===== src/design/sem_pkg.sv =====
package sem_pkg;

    localparam int MaxWidth  = 1024;
    localparam int MaxHeight = 4096;
    localparam int ColW      = 10;
    localparam int RowW      = 12;
    localparam int CntRowW   = 13;
    localparam int PixW      = 24;

    localparam logic [ColW-1:0] COL_ONE = ColW'(1);

    typedef logic [PixW-1:0] pixel_t;

    // Register indexes on the configuration port.
    typedef enum logic [0:0] {
        REG_WIDTH  = 1'b0,
        REG_HEIGHT = 1'b1
    } reg_index_t;

    // Input item kinds.
    localparam logic OP_PIXEL = 1'b0;
    localparam logic OP_FLUSH = 1'b1;

    // Line store access from the control unit.
    typedef struct packed {
        logic            en;
        logic [ColW-1:0] addr;
        pixel_t          wdata;
    } line_req_t;

    // Per-item context passed to the magnitude stage.
    typedef struct packed {
        logic            emit;
        logic            col_zero;
        logic            top_ok;
        logic            mid_ok;
        pixel_t          bot;
        logic [RowW-1:0] orow;
        logic [ColW-1:0] ocol;
        logic            last;
    } item_ctx_t;

endpackage


===== src/design/sem_mag.sv =====
module sem_mag (
    input  logic                    clk,
    input  logic                    rst_n,
    input  logic                    valid,
    input  sem_pkg::item_ctx_t      ctx,
    input  sem_pkg::pixel_t         upper_q,
    input  sem_pkg::pixel_t         middle_q,
    output logic                    busy,
    output logic                    res_valid,
    output logic [23:0]             res_data,
    output logic [sem_pkg::RowW-1:0] res_row,
    output logic [sem_pkg::ColW-1:0] res_col,
    output logic                    res_last
);

    sem_pkg::pixel_t win_reg [9];
    sem_pkg::pixel_t win_next [9];
    sem_pkg::pixel_t newc [3];
    sem_pkg::pixel_t top;
    sem_pkg::pixel_t mid;
    logic [20:0] nsq [3];
    logic [20:0] n_reg [3];
    logic [7:0]  root_reg [3];
    logic [7:0]  root_next [3];
    logic [7:0]  trial [3];
    logic [15:0] trial_sq [3];
    logic [16:0] lim [3];
    logic [7:0]  mag [3];
    logic [2:0]  bit_reg;
    logic        run_reg;
    logic        round_reg;

    assign top = ctx.top_ok ? upper_q  : '0;
    assign mid = ctx.mid_ok ? middle_q : '0;

    // Column entering the window; a zero column at the left edge.
    always_comb
    begin
        newc[0] = ctx.col_zero ? '0 : top;
        newc[1] = ctx.col_zero ? '0 : mid;
        newc[2] = ctx.col_zero ? '0 : ctx.bot;
        for (int i = 0; i < 6; i++)
        begin
            win_next[i] = win_reg[i+3];
        end
        for (int i = 0; i < 3; i++)
        begin
            win_next[6+i] = newc[i];
        end
    end

    // Sobel sums per channel on the shifted window.
    always_comb
    begin
        logic signed [11:0] gx;
        logic signed [11:0] gy;
        logic [7:0] p [9];
        for (int c = 0; c < 3; c++)
        begin
            for (int k = 0; k < 9; k++)
            begin
                p[k] = win_next[k][c*8 +: 8];
            end
            gx = 12'(p[6]) + 12'(2 * p[7]) + 12'(p[8])
               - 12'(p[0]) - 12'(2 * p[1]) - 12'(p[2]);
            gy = 12'(p[2]) + 12'(2 * p[5]) + 12'(p[8])
               - 12'(p[0]) - 12'(2 * p[3]) - 12'(p[6]);
            nsq[c] = 21'(24'(gx * gx) + 24'(gy * gy));
        end
    end

    // Window update; cleared at frame end; left edge restarts with the new column.
    always_ff @(posedge clk or negedge rst_n)
    begin
        if (!rst_n)
        begin
            for (int i = 0; i < 9; i++)
            begin
                win_reg[i] <= '0;
            end
        end
        else
        begin
            if (valid)
            begin
                if (ctx.emit && ctx.last)
                begin
                    for (int i = 0; i < 9; i++)
                    begin
                        win_reg[i] <= '0;
                    end
                end
                else if (ctx.col_zero)
                begin
                    for (int i = 0; i < 6; i++)
                    begin
                        win_reg[i] <= '0;
                    end
                    win_reg[6] <= top;
                    win_reg[7] <= mid;
                    win_reg[8] <= ctx.bot;
                end
                else
                begin
                    win_reg <= win_next;
                end
            end
        end
    end

    // One root bit per cycle, most significant first, and the final rounding.
    always_comb
    begin
        for (int c = 0; c < 3; c++)
        begin
            trial[c]     = root_reg[c] | (8'd1 << bit_reg);
            trial_sq[c]  = 16'(trial[c]) * 16'(trial[c]);
            root_next[c] = (21'(trial_sq[c]) <= n_reg[c]) ? trial[c] : root_reg[c];
            lim[c]       = 17'(root_reg[c]) * 17'(root_reg[c]) + 17'(root_reg[c]);
            mag[c]       = (n_reg[c] > 21'd65025) ? 8'd255 :
                           ((n_reg[c] > 21'(lim[c])) ? root_reg[c] + 8'd1 : root_reg[c]);
        end
    end

    // Square root sequencing: a bit-by-bit search of the root, then a rounding step.
    always_ff @(posedge clk or negedge rst_n)
    begin
        if (!rst_n)
        begin
            run_reg   <= 1'b0;
            round_reg <= 1'b0;
            bit_reg   <= '0;
            res_valid <= 1'b0;
        end
        else
        begin
            res_valid <= round_reg;
            round_reg <= run_reg && bit_reg == 3'd0;
            if (valid && ctx.emit)
            begin
                run_reg <= 1'b1;
                bit_reg <= 3'd7;
            end
            else if (run_reg)
            begin
                if (bit_reg == 3'd0)
                begin
                    run_reg <= 1'b0;
                end
                else
                begin
                    bit_reg <= bit_reg - 3'd1;
                end
            end
        end
    end

    assign busy = run_reg || round_reg;

    // Squared magnitudes, partial roots and the result register.
    always_ff @(posedge clk)
    begin
        if (valid && ctx.emit)
        begin
            for (int c = 0; c < 3; c++)
            begin
                n_reg[c]    <= nsq[c];
                root_reg[c] <= '0;
            end
            res_row  <= ctx.orow;
            res_col  <= ctx.ocol;
            res_last <= ctx.last;
        end
        else if (run_reg)
        begin
            for (int c = 0; c < 3; c++)
            begin
                root_reg[c] <= root_next[c];
            end
        end
        if (round_reg)
        begin
            res_data <= {mag[2], mag[1], mag[0]};
        end
    end

endmodule


===== config.mk =====
export PLATFORM = sky130hd
export DESIGN_NAME = sem_mag
export DESIGN_NICKNAME = d
export VERILOG_FILES = /design/src/design/sem_pkg.sv /design/src/design/sem_mag.sv
export SDC_FILE = /design/constraint.sdc
export NUM_CORES = 2
export LEC_CHECK = 0
export ABC_AREA = 1
export BUFFER_PORTS_ARGS = -buffer_cell sky130_fd_sc_hd__buf_2
export CAP_MARGIN = 5
export CORE_AREA = 2 2 424 216
export CTS_CLUSTER_DIAMETER = 150
export DETAILED_ROUTE_END_ITERATION = 6
export DIE_AREA = 0 0 426 218
export HOLD_SLACK_MARGIN = 0.03
export PLACE_DENSITY = 0.8
export SYNTH_ARGS = -nofsm -noshare
export SYNTH_HDL_FRONTEND = slang
export SYNTH_SLANG_ARGS = --single-unit

===== constraint.sdc =====
create_clock -name clk -period 11.7 [get_ports clk]
set_clock_uncertainty 0.15 [all_clocks]
set_input_delay 2.34 -clock clk [delete_from_list [all_inputs] [get_ports clk]]
set_output_delay 2.34 -clock clk [all_outputs]
set_load 0.03 [all_outputs]

==> qor.yml <==
die:
  num_io_pins: 151
  dieArea_mm2: 0.0929
  die_w_um: 426
  core_mm2: 0.0894
  fp-row-count: 78
  start_util_pct: 64.2
  die_h_um: 218
yosys:
  synth_area_mm2: 0.0574
  synth_area_leaders: "fa_1, ha_1, inv_1"
  ys_warn_count: 0
  synth_top_flop_cell: "dfrtp_1"
  synth_top_area_cell: "fa_1"
  synth_area_per_cell_um2: 8.65
  synthArstFlopShare_pct: 52.8
  synth_xor_area_share_pct: 4.11
  yosysUniqueCellTypes: 54
  synth-compound-area-share_pct: 5.49
  synth_edf_count: 134
  ys_seq_elements: 284
  syn_inst: 6629
  syn-num-nets: 8409
  muxShareOfSynthArea_pct: 0
  synthAdderAreaFrac_pct: 50.4
  yosys.area_share.simple_pct: 12.4
  synth.top_cell.area_share_pct: 36.8
  synth_top_family_by_area: "adder cells"
  ys_seq_area_share_pct: 13.6
setup_path:
  start_kind: "primary input"
  end_kind: "flop"
  worstReg2RegEnd: "n_reg[0][16]"
  endpoint: "n_reg[0][61]"
  worstPathRequired_ps: 11950
  critPathKind: "primary input to flop"
  crit_slowest_cell: "fa_1"
  worstRegToRegCells: 35
  cp_max_fo: 10
  critPathLaunch: "ctx[49]"
  r2r-start: "win_next[122]"
  rrSetupSlack_ps: 2320
  arrival_ps: 11500
  cpPeakStageDelay_ps: 640
drt:
  drc_errors: 4
  vias: 44000
  wl_mm: 150
  wl_per_cell_um: 18.4
  vias_per_cell: 5.42
  drtIter0Drc: 4189
  ant_nets: 0
  drt-pass1-iter-count: 7
clock_network:
  clock_latency_ps: 660
  post_cts_resized: 0
  cts_buffers: 30
  clkTransAtPathRegs_ps: 70
  holdBufCountCts: 0
  post_cts.repair.setup_buffers: 0
  clock_sinks: 284
  root_buffer: "clkbuf_16"
  cts_tree: "done"
  clock_path_buffers: 3
  htreeDepth: 1
placement:
  place_area_mm2: 0.0607
  portBuffers: 150
  dp_hpwl_mm: 130
  place_congestion: 1.02
timing:
  slew_headroom_pct: 15.2
  whs_ps: 367
  max_freq_ghz: 0.0889
  rsz0062_at_grt: "no"
  drv_slew: 0
  hold_violations: 0
  period_minus_slack_ps: 11240
  timing.final.crit_share_pct: 96.1
  setup_viol: 0
  worstMarginPinSlew_ps: 1260
flow_run:
  max_cap_violations: 0
global_routing:
  grt_max_degree: 124
  grt_pass1_vias: 46400
  grtUsageTotal_pct: 34.1
  antenna_found_initial: 4
  grt-ovfl-total: 0
  grt_pass1_wl_mm: 247
final_layout:
  fin_nets: 8675
  syn2layout_area_growth_pct: 7.83
  layout_commonest_cell: "inv_1"
  final_core_util_pct: 69.2
  layout-drive-gt1-share_pct: 6.71
  layout.cells.most_common_list: "inv_1, fa_1, nand2_1"
  stdcell_area_mm2: 0.0619
  largest_register_ff_count: 144
  fill_cells: 7057
worst_hold_path:
  hp-start: "win_next[111]"
  hold_class: "flop to flop"
outcome:
  status: "finished with violations"
  violations: "design-rule violations"
==> layer usage <==
metal / GRT usage [%] / vias to the layer above / part of all wire [%]
met5: 0 / - / 0
met4: 5.12 / 0 / 1.4
met2: 46.7 / 2032 / 40
met1: 52.4 / 21600 / 46
li1: - / 20300 / -
met3: 12.3 / 149 / 14
==> cell usage after synthesis, drive strengths merged, types with 2 or more instances <==
cell type / number
buf: 14
o22ai: 72
a211oi: 5
o21ai: 133
nand3: 188
a31oi: 11
fa: 1055
nand4: 76
o21bai: 43
o2111ai: 7
dfrtp: 150
o41ai: 2
a21o: 32
a31o: 3
ha: 623
inv: 2014
edfxtp: 134
o211ai: 16
a21boi: 2
and2: 3
clkbuf: 91
nor2: 509
nand3b: 12
xnor2: 98
or2: 12
nand2: 881
clkinv: 14
o21a: 2
nor3: 28
xor2: 167
or3: 3
nor4: 11
a21oi: 212
==> metrics by stage <==
stage | worst slack [ps] | instances | TNS (ps)
finish | 456 | 8124 | 0
global route | 11.8 | 8123 | 0
CTS | 563 | 8119 | 0
detailed placement | -95.1 | 8063 | -249
global placement | 124 | 8063 | 0
floorplan | -23.1 | 6629 | -23.1
==> worst max-delay path, delay by kind of cell <==
kind	cells	cell delay, ps
xor+xnor	3	380
buf+inv	14	1530
fa+ha+maj	12	5590
simple gates	5	700
compound gates	4	950
==> kinds of logic after synthesis <==
family / after synthesis
and+or+nand+nor: 1727
adders and majority gates: 1678
xor gates and xnor gates: 265
buffers and inverters: 2133
DFF: 284
AOI/OAI and AO/OA: 542
==> final cells by class <==
cell class	count	area, um^2	area share, %
multi-input cells	4212	41600	67.2
flip-flops and latches	284	7780	12.6
inverters	2028	7610	12.3
repair buffers	339	2270	3.67
well taps	1200	1500	2.43
clock buffers	39	868	1.40
clock inverters	17	241	0.390
diodes	5	12.5	0.0202
==> worst min-delay path by stage <==
stage / endpoint / cells after the start
6_report: win_next[183] / 2
2_1_floorplan: win_next[168] / 2
5_1_grt: win_next[107] / 2
3_3_place_gp: win_next[174] / 2
4_1_cts: win_next[183] / 2
3_5_place_dp: win_next[183] / 2
Power is left out: the tool's default activity adds up to more than one toggle a clock period on the data nets, which glitch-free logic cannot reach.
